--- src/rtl/arxf_pkg.sv ---
package arxf_pkg;

  localparam int ROUNDS = 32;
  localparam int KEY_W = 96;
  localparam logic [31:0] TWEAK_C = 32'h12345678;

  localparam logic [1:0] CH_HOLD = 2'd0;
  localparam logic [1:0] CH_LOAD = 2'd1;
  localparam logic [1:0] CH_FWD  = 2'd2;
  localparam logic [1:0] CH_BWD  = 2'd3;

  localparam logic CFG_KEY_LO = 1'b0;
  localparam logic CFG_KEY_HI = 1'b1;

  typedef struct packed {
    logic        op;
    logic [63:0] block_hi;
    logic [63:0] block_lo;
  } in_t;

  typedef struct packed {
    logic [63:0] result_hi;
    logic [63:0] result_lo;
  } out_t;

  typedef struct packed {
    logic [1:0]       mode;
    logic [KEY_W-1:0] load_key;
  } chain_ctrl_t;

  function automatic logic [31:0] rl(input logic [31:0] x, input int n);
    rl = (x << n) | (x >> (32 - n));
  endfunction

  function automatic logic [31:0] rr(input logic [31:0] x, input int n);
    rr = (x >> n) | (x << (32 - n));
  endfunction

  function automatic logic [31:0] and_mix(input logic [31:0] a, input logic [31:0] b,
                                          input logic [31:0] k);
    and_mix = (rl(b, 1) & rl(b, 8)) ^ a ^ rl(b, 2) ^ k;
  endfunction

  // word 0 in bits 31:0
  function automatic logic [127:0] fwd_round(input logic [127:0] w, input logic [31:0] k0,
                                             input logic [31:0] k1, input logic [31:0] k2);
    logic [31:0] n0;
    logic [31:0] n1;
    logic [31:0] n2;
    logic [31:0] n3;
    n0 = and_mix(w[31:0], w[63:32], k0);
    n1 = rl(w[63:32] + w[95:64], 8) ^ k1;
    n2 = rl(w[95:64] ^ n1, 3);
    n3 = and_mix(w[127:96], w[95:64], k2);
    fwd_round = {n2, n0, n3, n1};
  endfunction

  function automatic logic [127:0] inv_round(input logic [127:0] w, input logic [31:0] k0,
                                             input logic [31:0] k1, input logic [31:0] k2);
    logic [31:0] a1;
    logic [31:0] a2;
    a2 = rr(w[127:96], 3) ^ w[31:0];
    a1 = rr(w[31:0] ^ k1, 8) - a2;
    inv_round = {and_mix(w[63:32], a2, k2), a2, a1, and_mix(w[95:64], a1, k0)};
  endfunction

endpackage

--- src/rtl/arxf_key_cell.sv ---
module arxf_key_cell (
  input  logic                         clk,
  input  logic [1:0]                   mode,
  input  logic [arxf_pkg::KEY_W-1:0]   left_key,
  input  logic [arxf_pkg::KEY_W-1:0]   right_key,
  output logic [arxf_pkg::KEY_W-1:0]   key_q
);

  logic [arxf_pkg::KEY_W-1:0] key_r;

  always_ff @(posedge clk) begin
    case (mode)
      arxf_pkg::CH_LOAD, arxf_pkg::CH_FWD: key_r <= right_key;
      arxf_pkg::CH_BWD: key_r <= left_key;
      default: key_r <= key_r;
    endcase
  end

  assign key_q = key_r;

endmodule

--- src/rtl/arxf_key_chain.sv ---
module arxf_key_chain #(
  parameter int ROUNDS = arxf_pkg::ROUNDS
) (
  input  logic                         clk,
  input  arxf_pkg::chain_ctrl_t        ctrl,
  output logic [arxf_pkg::KEY_W-1:0]   head_key,
  output logic [arxf_pkg::KEY_W-1:0]   tail_key
);

  logic [arxf_pkg::KEY_W-1:0] key_q [ROUNDS];

  // cell 0 is the head, new keys enter at the tail; forward moves toward the head
  for (genvar i = 0; i < ROUNDS; i++) begin : g_cell
    logic [arxf_pkg::KEY_W-1:0] left_key;
    logic [arxf_pkg::KEY_W-1:0] right_key;

    if (i == 0) begin : g_head
      assign left_key = key_q[ROUNDS-1];
    end else begin : g_mid_l
      assign left_key = key_q[i-1];
    end

    if (i == ROUNDS - 1) begin : g_tail
      assign right_key = (ctrl.mode == arxf_pkg::CH_LOAD) ? ctrl.load_key : key_q[0];
    end else begin : g_mid_r
      assign right_key = key_q[i+1];
    end

    arxf_key_cell u_cell (
      .clk      (clk),
      .mode     (ctrl.mode),
      .left_key (left_key),
      .right_key(right_key),
      .key_q    (key_q[i])
    );
  end

  assign head_key = key_q[0];
  assign tail_key = key_q[ROUNDS-1];

endmodule

--- config.mk ---
export PLATFORM = sky130hd
export DESIGN_NAME = arxf_key_chain
export DESIGN_NICKNAME = d
export VERILOG_FILES = /design/src/rtl/arxf_pkg.sv /design/src/rtl/arxf_key_cell.sv /design/src/rtl/arxf_key_chain.sv
export SDC_FILE = /design/constraint.sdc
export NUM_CORES = 2
export LEC_CHECK = 0
export BUFFER_PORTS_ARGS = -buffer_cell sky130_fd_sc_hd__buf_4
export CAP_MARGIN = 0
export CORE_MARGIN = 2
export CORE_UTILIZATION = 36
export CTS_CLUSTER_SIZE = 14
export DETAILED_ROUTE_END_ITERATION = 12
export PLACE_DENSITY = 0.58
export SLEW_MARGIN = 15
export SYNTH_ARGS = -nofsm -noshare
export SYNTH_HDL_FRONTEND = slang
export SYNTH_SLANG_ARGS = --single-unit
--- constraint.sdc ---
create_clock -name clk -period 51 [get_ports clk]
set_input_delay 2.55 -clock clk [delete_from_list [all_inputs] [get_ports clk]]
set_output_delay 2.55 -clock clk [all_outputs]
set_load 0.01 [all_outputs]
# Word-level counts from Yosys, hierarchy flattened
# Index checks and enable logic that the tools add are counted.
# W data, S select, Z words.
classes:
  eq_ne: 3
  n_mux: 33
  reduce_logical: 2
op_table:
  columns: ["op", "count"]
  rows:
  - ["$pmux W96 S2", 32]
  - ["$mux W96", 1]
  - ["$eq A2 B2 Y1 const B", 2]
  - ["$eq A2 B1 Y1 const B", 1]
  - ["$reduce_bool A2 Y1", 1]
  - ["$reduce_or A2 Y1", 1]
word_totals:
  ff_bits: 3072
  in_bits: 99
  word_cells: 70

# Depth between registers and ports, before layout
depth:
  depth_word: 3
  mapped_depth: 7

# Modules after synthesis
# Synthesis repeated with hierarchy kept, for this count alone.
hier_totals:
  hier_cells: 6636
  area_unflattened_um2: 135945.4
by_module_without_submodules:
  columns: ["mod", "n_inst", "cells_each", "area_per_inst_um2"]
  rows:
  - ["arxf_key_cell", 32, 204, 4205.3]
  - ["arxf_key_chain", 1, 108, 1376.3]

# Least setup slack after synthesis
# Ideal clock, no wire load.
synth_path:
  path_kind: "input port to flip-flop"
  startpoint: "in ctrl[97] (netlist bit)"
  endpoint: "reg g_cell[0].u_cell.key_r (netlist bit g_cell[0].u_cell.key_q[0]), enable pin"
  setup_ns: 2.226
  arrival_ns: 39.476
  setup_slack_ns: 9.297
  stages: 4
  path_buffers: 3
  cell_sequence: "buf_2 > buf_2 > buf_2 > or2_2"
synth_between:
  elab_chain_len: 3
  elab_cells_between_ends: 5
  cone_classes: "3 x eq/ne; 2 x reduce/logical"
synth_lines:
  columns: ["element", "line_no", "text"]
  rows:
  - ["start, declared", "arxf_key_chain.sv:5", "input arxf_pkg::chain_ctrl_t ctrl,"]
  - ["$eq A2 B1 Y1 or $eq A2 B2 Y1 (tied branches)", "arxf_key_cell.sv:12", "case (mode)"]
  - ["$reduce_or A2 Y1", "arxf_key_cell.sv:12", null]
  - ["$reduce_bool A2 Y1 (no source line) (*)", null, null]
  - ["end signal, assigned", "arxf_key_cell.sv:13", "arxf_pkg::CH_LOAD, arxf_pkg::CH_FWD: key_r <= right_key;"]
  - ["end signal, assigned", "arxf_key_cell.sv:14", "arxf_pkg::CH_BWD: key_r <= left_key;"]
  - ["end signal, assigned", "arxf_key_cell.sv:15", "default: key_r <= key_r;"]
  - ["end, declared", "arxf_key_cell.sv:9", "logic [arxf_pkg::KEY_W-1:0] key_r;"]
# Mark *: on every way between the ends. The rest lies on a longest branch, timed or not.
# A chain may end at the register's enable or synchronous reset.

# Worst setup path in the final report
layout_path:
  startpoint: "in ctrl[97] (netlist bit)"
  endpoint: "reg g_cell[17].u_cell.key_r (netlist bit g_cell[17].u_cell.key_q[81]), enable pin"
layout_between:
  elab_chain_len: 3
  elab_cells_between_ends: 5
  cone_classes: "3 x eq/ne; 2 x reduce/logical"
layout_lines:
  columns: ["element", "line_no"]
  rows:
  - ["$eq A2 B1 Y1 or $eq A2 B2 Y1 (tied branches)", "arxf_key_cell.sv:12"]
  - ["$reduce_or A2 Y1", "arxf_key_cell.sv:12"]
  - ["$reduce_bool A2 Y1 (no source line) (*)", null]
  - ["end signal, assigned", "arxf_key_cell.sv:13"]
  - ["end signal, assigned", "arxf_key_cell.sv:14"]
  - ["end signal, assigned", "arxf_key_cell.sv:15"]
  - ["end, declared", "arxf_key_cell.sv:9"]
# Marked as above.

==> flow_summary.yaml <==
timing:
  fin_crit_sh_pct: 16.2
  worst_pin_slew_ps: 1260
  hold_viol: 0
  final.setup.tns_ps: 0
  skew_ps: 57.5
  slew_viol_final: 0
  fin_crit_ps: 8250
  rsz0062_at_grt: "no"
  whs_ps: 524
  slew_headroom_pct: 16.1
  report.final.setup_viol: 0
  fmax_ghz: 0.121
critical_path:
  cp_slowest_cell: "buf_4"
  crit_top_cell: "buf_4"
  crit_type: "in2reg"
  end_kind: "register"
  worstPathArrival_ps: 8750
  slowest_delay_ps: 940
  cp-start-kind: "input port"
  crit_path_cell_trace: "clkbuf_8 -> or2_4 -> buf_12 -> buf_4 -> buf_4 -> buf_4 -> buf_12 -> buf_4"
  required_ps: 51500
  path_max_fanout: 189
routing:
  dr.pass1.iters: 5
  vias_per_cell: 4.72
  wl_um: 222000
  drt_iter0_drc: 4322
  ant_nets: 0
  drcViolationCount: 0
  num_vias: 58446
  routedWlPerCell_um: 17.9
run_status:
  status: "complete, no violations"
grt:
  met3_usage_pct: 2.06
  grt_pass1_vias: 61663
  grt_usage_pct: 10.9
  grt_pass1_wl_um: 355000
  grt_busiest_layer: "met2"
  grt_max_degree: 210
  antenna_found_initial: 5
  use_met2_pct: 16.8
  grt-ovfl-total: 0
  met1_usage_pct: 15.6
yosys:
  yosysSeqAreaShare_pct: 66.4
  syn_area_mm2: 0.139
  ys_ff_latch: 3072
  postSynthNetCount: 6801
  ys_types: 15
  synth_warnings: 0
  postSynthAreaPerCell_um2: 20.7
  netlist_instances: 6702
layout:
  layout.nets: 7147
  drive_gt1_share_pct: 43.4
  postLayoutCellArea_mm2: 0.155
  largest_reg_flops: 3072
  areaGrowthSynthToFinish_pct: 11.9
pwr:
  power_density_mw_per_mm2: 44.6
  combPwrFrac_pct: 12.1
  power_w: 0.00693
  sw_frac_of_total_pct: 22.7
  peakVddDrop_v: 0.0000306
  clkPwrFrac_pct: 35.0
  power.leakage_nw: 58.2
  seqPwrFrac_pct: 52.9
  switching_power_w: 0.00157
  intPower_w: 0.00535
clocking:
  clock_latency_ps: 930
  cts_root_buffer: "clkbuf_16"
  cts-htree-levels: 5
  cts_sinks: 3072
  numCtsBuffers: 346
  clk_pin_slew_ps: 60
  postCtsSetupRepairBufs: 0
  clock_path_buffers: 4
  cts_tree: "yes"
  hold_buffers: 0
  cts-resized-gates: 0
place:
  gp_congestion: 0.712
  dp_hpwl_um: 123000
  post_dp_cell_area_mm2: 0.144
  portBuffers: 290
flow_run:
  drv_cap: 0
die:
  die_area_mm2: 0.391
  die_x_um: 625
  core_area_mm2: 0.385
  start_util_pct: 36.1
  dieHeight_um: 625
  core.rowCount: 228
  ios: 291
min_path:
  holdCritPathClass: "reg2reg"
[critical path, delay by kind of cell]
| kind | cells | cell delay (ps) |
|---|---|---|
| buffers and inverters | 7 | 5230 |
| AND/OR/NAND/NOR | 1 | 490 |
[Yosys cell counts, drive strengths merged]
master | count | area (um2)
edfxtp | 3072 | 92200
a21oi | 96 | 480
and2 | 1 | 6.26
clkbuf | 20 | 75.1
mux2i | 96 | 961
mux2 | 2976 | 41000
or2 | 1 | 6.26
nor2 | 96 | 360
buf | 344 | 3720
[layout by cell type, fill, tap and decap left out]
cell type   instances
a21oi_1            96
and2_4              1
buf_12             18
buf_16              1
buf_4             341
buf_8               1
bufinv_16          24
clkbuf_1           67
clkbuf_16         349
clkbuf_8            1
clkinv_1           82
clkinv_16           5
clkinv_2           66
clkinv_4            2
clkinv_8            6
clkinvlp_4         10
diode_2             2
edfxtp_1         3072
inv_16              9
inv_6              10
inv_8               1
mux2_1            640
mux2_2            336
mux2_4           2000
mux2i_1            96
nor2_1             96
or2_4               1
[power groups by stage]
stage          Combinational, W  Clock, W  Sequential (W)
6_report               0.000841   0.00242         0.00366
3_5_place_dp           0.000845         0         0.00371
3_3_place_gp           0.000814         0         0.00370
4_1_cts                0.000855   0.00251         0.00367
2_1_floorplan          0.000723         0         0.00377
5_1_grt                0.000909   0.00261         0.00373
[area by class of cell]
type | instances | area (um2)
timing repair buffer | 362 | 2980
tap | 5060 | 6330
sequential | 3072 | 92200
clock inverter | 215 | 1980
clock buffer | 416 | 8980
fill | 33787 | 229000
multi-input combinational | 3266 | 42800
antenna | 2 | 5.00
[routing by layer]
metal	routed length [um]	part of all wire, %
met1	107000	48
met2	101000	45
met3	8620	3.9
met4	5800	2.6
met5	0	0
[logic make-up (layout without fill, tap and decap cells)]
group	after synthesis	in the layout	synth area share (%)
AO/OA/AOI/OAI	96	96	0.346
multiplexers	3072	3072	30.2
other	0	2	0
flip-flops	3072	3072	66.4
AND/OR/NAND/NOR	98	98	0.268
buffers and inverters	364	993	2.73
[metrics by stage]
stage / utilization (%) / instances / setup slack, ps
finish: 40.4 / 12393 / 42750
global route: 40.4 / 12393 / 42310
CTS: 40.4 / 12390 / 42120
detailed placement: 37.5 / 11759 / 41060
global placement: 37.5 / 11759 / 41450
floorplan: - / 6702 / 9300
[worst paths after layout]
path	slack, ps	endpoint	startpoint	cells after the start
setup reg to reg	49780	g_cell[30].u_cell.key_q[51]$_DFFE_PP_	g_cell[31].u_cell.key_q[51]$_DFFE_PP_	1
hold / removal	520	g_cell[24].u_cell.key_q[48]$_DFFE_PP_	g_cell[25].u_cell.key_q[48]$_DFFE_PP_	1
hold reg to reg	520	g_cell[24].u_cell.key_q[48]$_DFFE_PP_	g_cell[25].u_cell.key_q[48]$_DFFE_PP_	1
setup / recovery	42750	g_cell[17].u_cell.key_q[81]$_DFFE_PP_	ctrl[97]	8
Note: power is estimated with default switching activity, not from simulation.
